==> src/hcbd_pkg.sv <==
`timescale 1ns / 1ps
// ---------------------------------------------------------------------------
// hcbd_pkg
// shared types, codes and helpers for the chunked body decoder
// ---------------------------------------------------------------------------
package hcbd_pkg;

   localparam logic [7:0] CHAR_CR = 8'h0D;
   localparam logic [7:0] CHAR_LF = 8'h0A;

   localparam logic [2:0] KIND_FRAME   = 3'd0;
   localparam logic [2:0] KIND_PAYLOAD = 3'd1;
   localparam logic [2:0] KIND_DONE    = 3'd2;
   localparam logic [2:0] KIND_BAD     = 3'd3;
   localparam logic [2:0] KIND_IDLE    = 3'd4;

   typedef struct packed {
      logic       action;
      logic [7:0] byte_in;
   } req_type;

   typedef struct packed {
      logic [2:0] kind;
      logic [7:0] payload;
      logic       chunk_end;
   } rsp_type;

   typedef enum logic [8:0] {
      PH_SIZE    = 9'b0_0000_0001,
      PH_SIZE_LF = 9'b0_0000_0010,
      PH_DATA    = 9'b0_0000_0100,
      PH_DATA_CR = 9'b0_0000_1000,
      PH_DATA_LF = 9'b0_0001_0000,
      PH_END_CR  = 9'b0_0010_0000,
      PH_END_LF  = 9'b0_0100_0000,
      PH_DONE    = 9'b0_1000_0000,
      PH_ERROR   = 9'b1_0000_0000
   } phase_type;

   typedef struct packed {
      logic       valid;
      logic [3:0] value;
   } hex_type;

   function automatic hex_type hex_decode(input logic [7:0] b);
      hex_type h;
      h.valid = 1'b1;
      h.value = 4'd0;
      if (b >= 8'h30 && b <= 8'h39) begin
         h.value = 4'(b - 8'h30);
      end else if (b >= 8'h61 && b <= 8'h66) begin
         h.value = 4'(b - 8'h57);
      end else if (b >= 8'h41 && b <= 8'h46) begin
         h.value = 4'(b - 8'h37);
      end else begin
         h.valid = 1'b0;
      end
      return h;
   endfunction

endpackage

==> src/hcbd_core.sv <==
`timescale 1ns / 1ps
// ---------------------------------------------------------------------------
// hcbd_core
// framing state machine and chunk size counter, one body byte per step
// ---------------------------------------------------------------------------
module hcbd_core
   import hcbd_pkg::*;
#(
   parameter int SIZE_BITS = 32
) (
   input  logic    clock,
   input  logic    reset,
   input  logic    step,
   input  req_type item,
   output rsp_type result
);

   phase_type            phase_ff, phase_in;
   logic [SIZE_BITS-1:0] size_ff, size_in;
   logic                 seen_ff, seen_in;
   logic [SIZE_BITS-1:0] size_dec;
   hex_type              hex;

   assign hex      = hex_decode(item.byte_in);
   assign size_dec = size_ff - SIZE_BITS'(1);

   always_comb begin
      phase_in         = phase_ff;
      size_in          = size_ff;
      seen_in          = seen_ff;
      result.kind      = KIND_FRAME;
      result.payload   = 8'd0;
      result.chunk_end = 1'b0;
      if (item.action) begin
         phase_in = PH_SIZE;
         size_in  = '0;
         seen_in  = 1'b0;
      end else begin
         case (phase_ff)
            PH_SIZE: begin
               if (hex.valid) begin
                  if (size_ff[SIZE_BITS-1 -: 4] != 4'd0) begin
                     phase_in    = PH_ERROR;
                     result.kind = KIND_BAD;
                  end else begin
                     size_in = {size_ff[SIZE_BITS-5:0], hex.value};
                     seen_in = 1'b1;
                  end
               end else if (item.byte_in == CHAR_CR && seen_ff) begin
                  phase_in = PH_SIZE_LF;
               end else begin
                  phase_in    = PH_ERROR;
                  result.kind = KIND_BAD;
               end
            end
            PH_SIZE_LF: begin
               if (item.byte_in != CHAR_LF) begin
                  phase_in    = PH_ERROR;
                  result.kind = KIND_BAD;
               end else if (size_ff == '0) begin
                  phase_in = PH_END_CR;
               end else begin
                  phase_in = PH_DATA;
               end
            end
            PH_DATA: begin
               result.kind    = KIND_PAYLOAD;
               result.payload = item.byte_in;
               size_in        = size_dec;
               if (size_dec == '0) begin
                  result.chunk_end = 1'b1;
                  phase_in         = PH_DATA_CR;
               end
            end
            PH_DATA_CR: begin
               if (item.byte_in == CHAR_CR) begin
                  phase_in = PH_DATA_LF;
               end else begin
                  phase_in    = PH_ERROR;
                  result.kind = KIND_BAD;
               end
            end
            PH_DATA_LF: begin
               if (item.byte_in == CHAR_LF) begin
                  phase_in = PH_SIZE;
                  size_in  = '0;
                  seen_in  = 1'b0;
               end else begin
                  phase_in    = PH_ERROR;
                  result.kind = KIND_BAD;
               end
            end
            PH_END_CR: begin
               if (item.byte_in == CHAR_CR) begin
                  phase_in = PH_END_LF;
               end else begin
                  phase_in    = PH_ERROR;
                  result.kind = KIND_BAD;
               end
            end
            PH_END_LF: begin
               if (item.byte_in == CHAR_LF) begin
                  phase_in    = PH_DONE;
                  result.kind = KIND_DONE;
               end else begin
                  phase_in    = PH_ERROR;
                  result.kind = KIND_BAD;
               end
            end
            PH_DONE: begin
               result.kind = KIND_IDLE;
            end
            default: begin
               phase_in    = PH_ERROR;
               result.kind = KIND_BAD;
            end
         endcase
      end
   end

   always_ff @(posedge clock) begin
      if (reset) begin
         phase_ff <= PH_SIZE;
         size_ff  <= '0;
         seen_ff  <= 1'b0;
      end else if (step) begin
         phase_ff <= phase_in;
         size_ff  <= size_in;
         seen_ff  <= seen_in;
      end
   end

endmodule

==> src/http_chunked_body_decoder.sv <==
`timescale 1ns / 1ps
// ---------------------------------------------------------------------------
// http_chunked_body_decoder
// HTTP/1.1 chunked transfer body decoder, one byte per transaction
// ---------------------------------------------------------------------------
// The decoder takes one body byte (or a restart) per cycle while rsp_ready
// keeps the result register free, and returns exactly one result per input
// transaction, in order. Throughput is one transaction per clock under the
// same condition; a stalled result can hold back new requests. Each result
// passes through the input register and then the result register around the
// framing state machine. Chunk sizes above SIZE_BITS bits and any framing
// deviation report malformed until a restart transaction clears the decoder.
// ---------------------------------------------------------------------------
module http_chunked_body_decoder
   import hcbd_pkg::*;
#(
   parameter int SIZE_BITS = 32
) (
   input  logic    clock,
   input  logic    reset,
   input  logic    req_valid,
   output logic    req_ready,
   input  req_type req_data,
   output logic    rsp_valid,
   input  logic    rsp_ready,
   output rsp_type rsp_data
);

   logic    in_vld_ff, in_vld_in;
   req_type in_data_ff;
   logic    out_vld_ff, out_vld_in;
   rsp_type out_data_ff;
   rsp_type result;
   logic    out_free;
   logic    in_move;
   logic    req_fire;

   assign out_free  = !out_vld_ff || rsp_ready;
   assign in_move   = in_vld_ff && out_free;
   assign req_ready = !in_vld_ff || out_free;
   assign req_fire  = req_valid && req_ready;

   assign in_vld_in  = req_fire ? 1'b1 : (in_move ? 1'b0 : in_vld_ff);
   assign out_vld_in = in_move ? 1'b1 : (rsp_ready ? 1'b0 : out_vld_ff);

   hcbd_core #(
      .SIZE_BITS(SIZE_BITS)
   ) u_core (
      .clock (clock),
      .reset (reset),
      .step  (in_move),
      .item  (in_data_ff),
      .result(result)
   );

   always_ff @(posedge clock) begin
      if (reset) begin
         in_vld_ff  <= 1'b0;
         out_vld_ff <= 1'b0;
      end else begin
         in_vld_ff  <= in_vld_in;
         out_vld_ff <= out_vld_in;
      end
   end

   always_ff @(posedge clock) begin
      if (req_fire) begin
         in_data_ff <= req_data;
      end
      if (in_move) begin
         out_data_ff <= result;
      end
   end

   assign rsp_valid = out_vld_ff;
   assign rsp_data  = out_data_ff;

endmodule

==> config.mk <==
export PLATFORM = sky130hd
export DESIGN_NAME = http_chunked_body_decoder
export DESIGN_NICKNAME = d
export VERILOG_FILES = /design/src/hcbd_pkg.sv /design/src/hcbd_core.sv /design/src/http_chunked_body_decoder.sv
export SDC_FILE = /design/constraint.sdc
export NUM_CORES = 1
export LEC_CHECK = 0
export ABC_CLOCK_PERIOD_IN_PS = 4100
export BUFFER_PORTS_ARGS = -buffer_cell sky130_fd_sc_hd__buf_2
export CAP_MARGIN = 30
export CORE_AREA = 2 2 88 90
export DETAILED_ROUTE_END_ITERATION = 10
export DIE_AREA = 0 0 90 92
export HOLD_SLACK_MARGIN = 0.12
export MAX_ROUTING_LAYER = met4
export PLACE_DENSITY = 0.75
export SLEW_MARGIN = 20
export SYNTH_ARGS = -nofsm -noshare
export SYNTH_HDL_FRONTEND = slang
export SYNTH_SLANG_ARGS = --single-unit
==> constraint.sdc <==
create_clock -name clock -period 4.1 [get_ports clock]
set_input_delay 0.82 -clock clock [delete_from_list [all_inputs] [get_ports clock]]
set_output_delay 0.82 -clock clock [all_outputs]
set_load 0.01 [all_outputs]
==> out/metrics.json <==
{
  "worst_setup_path": {
    "worstPathArrival_ns": 3.65,
    "worstPathCellList": "or4b_1, a311oi_1, o21ai_1, o2bb2ai_1, a221o_1, buf_4, a211oi_1, nor3_1",
    "slowest_delay_ns": 0.64,
    "timing.setup.critical_path_class": "flip-flop to flip-flop",
    "critPathSlowestCell": "a221o_1",
    "critical_path_end_type": "flip-flop",
    "crit_required_ns": 4.32,
    "crit_path_start_kind": "flip-flop",
    "crit_path_max_fanout": 18
  },
  "clocking": {
    "post_cts_resize_count": 0,
    "clock-sinks": 65,
    "cts-buffers-inserted": 9,
    "worst_skew_pair_latency_ns": 0.37,
    "cts.path.max_buffers": 2,
    "cts_post_setup_buffers_inserted": 0,
    "ctsHoldBuffers": 0,
    "h-tree-depth": 3,
    "clkTransAtPathRegs_ns": 0.07,
    "cts_root_buffer": "clkbuf_8",
    "clock_tree_from_tritoncts": "yes"
  },
  "min_path": {
    "hold_class": "flip-flop to flip-flop"
  },
  "sta": {
    "period_needed_ns": 3.434,
    "rsz0062_at_grt": "false",
    "setup_failing_eps_final": 0,
    "hold_slack_ns": 0.4865,
    "final.setup.tns_ns": 0,
    "layout_worst_path_cycle_share": 0.8375,
    "maxClockFrequency_mhz": 291.2,
    "report.final.slew_viol_count": 0,
    "report.final.hold_viol_count": 0,
    "fin_skew_ns": 0.01457,
    "max_slew_margin": 0.4745,
    "timing_worst_slew_pin_value_ns": 0.7883
  },
  "synthesis": {
    "net_count_after_synthesis": 551,
    "ys_top_cells_by_area": "dfxtp_1, edfxtp_1, a21oi_1, nand2_1, nor2_1",
    "synthesis.area_per_instance_um2": 7.983,
    "post_synth_inst_count": 531,
    "synth_most_common_cell": "nand2_1",
    "post_synth_num_cell_types": 68,
    "synth-edff-count": 21,
    "synth_top_area_share": 0.2078,
    "synthesis.yosys.warnings": 0,
    "synth_common_cells": "nand2_1, nor2_1, a21oi_1, dfxtp_1, clkbuf_1",
    "synth_async_sr_flop_share": 0,
    "post_synth_top_flop": "dfxtp_1",
    "synth_top_area_cell": "dfxtp_1",
    "post_synth_instance_area_mm2": 0.004239,
    "synth_sequential_area_ratio": 0.3566,
    "synth_register_bits": 65
  },
  "power_and_ir_drop": {
    "clkPwrFrac": 0.370,
    "power.share.sequential": 0.465,
    "peakVddDrop_uv": 275.8,
    "leak_pwr_nw": 1.757,
    "power.switching_mw": 0.4511,
    "share_comb_of_total_power": 0.165,
    "power.density_cell_area_mw_per_mm2": 326.6,
    "netSwitchingFraction": 0.2993,
    "internal_power_mw": 1.056,
    "totalPowerFinal_mw": 1.507
  },
  "cells_and_area": {
    "antenna-diode-count": 0,
    "finish.net_count": 560,
    "layout.cells.non_filler": 647,
    "post_synthesis_to_final_layout_area_growth_pct": 8.855,
    "postLayoutCoreUtil": 0.6196,
    "drive_gt1_frac": 0.1339
  },
  "drt": {
    "postRouteWirelength_mm": 11.03,
    "met1_length_mm": 4.974,
    "highest-signal-layer": "met4",
    "wl_met3_um": 888,
    "detailroute.wirelength.met2_mm": 4.986,
    "vias": 4131,
    "drc_errors": 0,
    "drt_pass_1_iters": 5,
    "dr.first_iter.drc_count": 467,
    "detail-route-antenna-nets": 0,
    "avgRoutedWirePerCell_um": 17.05,
    "post_drt_via_cell_ratio": 6.385
  },
  "floorplanning": {
    "io_pins": 27,
    "die_h_um": 92,
    "die_x_um": 90,
    "starting_density_of_the_core": 0.5692,
    "floorplan.rows": 32,
    "design.core.area_mm2": 0.007447,
    "die-area_mm2": 0.008280
  },
  "grt": {
    "total_routing_usage_gr": 0.2816,
    "grt_max_degree": 41,
    "grt_overflow_total": 0,
    "global_route_wire_length_before_repair_mm": 18.45,
    "grt_antenna_before_repair": 0,
    "first_global_vias": 3722
  },
  "placement": {
    "gp_congestion": 1.010,
    "place.port_buffers": 26,
    "placed_cells_incl_taps": 631,
    "hpwl_mm": 7.508
  },
  "run": {
    "max_cap_viol_count": 0
  },
  "status": {
    "status": "completed"
  }
}
worst max-delay path, delay by kind of cell, from the launching register on:
kind / cells / cell delay, ns
compound gates: 5 / 1.88
flops: 1 / 0.48
buf+inv: 1 / 0.30
simple gates: 2 / 0.63
placed cells by master (no fill, tap or decap), types with 3 or more instances in the layout:
cell,count
a211oi_1,4
a21oi_1,44
a221oi_1,4
a31oi_1,3
and2_1,3
and3_1,9
and4_1,4
buf_2,26
buf_4,13
clkbuf_8,9
clkinvlp_4,3
dfxtp_1,44
edfxtp_1,21
ha_1,7
inv_1,13
mux2i_1,8
nand2_1,49
nand2b_1,8
nand3_1,31
nand4_1,7
nor2_1,48
nor2b_1,5
nor3_1,23
nor3b_1,5
nor4_1,21
nor4b_1,3
o21a_1,3
o21ai_0,33
o2bb2ai_1,4
o31a_1,3
o31ai_1,3
or2_2,4
or3_1,9
or4_1,7
or4_4,3
xnor2_1,8
xor2_1,8
kinds of logic (layout without fill, tap and decap cells):
kind of cell | Yosys count | in the layout | synth area share
AOI/OAI and AO/OA | 125 | 125 | 0.1874
xor gates and xnor gates | 16 | 16 | 0.03306
adders and majority gates | 7 | 7 | 0.02066
buffers and inverters | 55 | 69 | 0.05372
DFF | 65 | 65 | 0.3566
muxes | 11 | 11 | 0.02774
and+or+nand+nor | 252 | 252 | 0.3208
cell type report:
cell class              instances  area, um2
repair buffers                 39      227.7
flip-flops and latches         65       1511
clock buffers                   9      123.9
inverters                      14      52.55
clock inverters                 7      71.32
multi-input cells             411       2500
well taps                     102      127.6
fillers                       676       2833
worst paths after layout:
check                           slack [ns]            from  cells after the start            endpoint
worst max-delay path                  0.67   in_data_ff[3]                      8  u_core.size_ff[28]
worst min-delay path                  0.49  u_core.seen_ff                      2  u_core.phase_ff[1]
worst max register to register        0.67   in_data_ff[3]                      8  u_core.size_ff[28]
worst min register to register        0.49  u_core.seen_ff                      2  u_core.phase_ff[1]
metal layers:
layer,global-route usage,vias up
li1,-,1993
met1,0.3770,1942
met2,0.4311,175
met3,0.05588,21
met4,0.09359,0
met5,-,-
metrics by stage:
step	area (um2)	setup slack [ns]
after global routing	4614	0.4258
after floorplan	4239	1.070
final	4614	0.6663
after global placement	4419	0.8875
after detailed placement	4419	0.7102
after CTS	4614	0.7087
state kept, by name, summed over array words and instances (netlist names):
register         flops
in_data_ff           9
rsp_valid            1
u_core.phase_ff      9
in_vld_ff            1
rsp_data            12
u_core.size_ff      32
u_core.seen_ff       1
power groups by stage:
stage	logic (mW)	registers (mW)	clock network (mW)
after CTS	0.245	0.700	0.560
after global placement	0.240	0.714	0
after detailed placement	0.243	0.715	0
after floorplan	0.180	0.712	0
after global routing	0.273	0.703	0.590
final	0.249	0.701	0.557
Power figures use the tool's default switching activity.
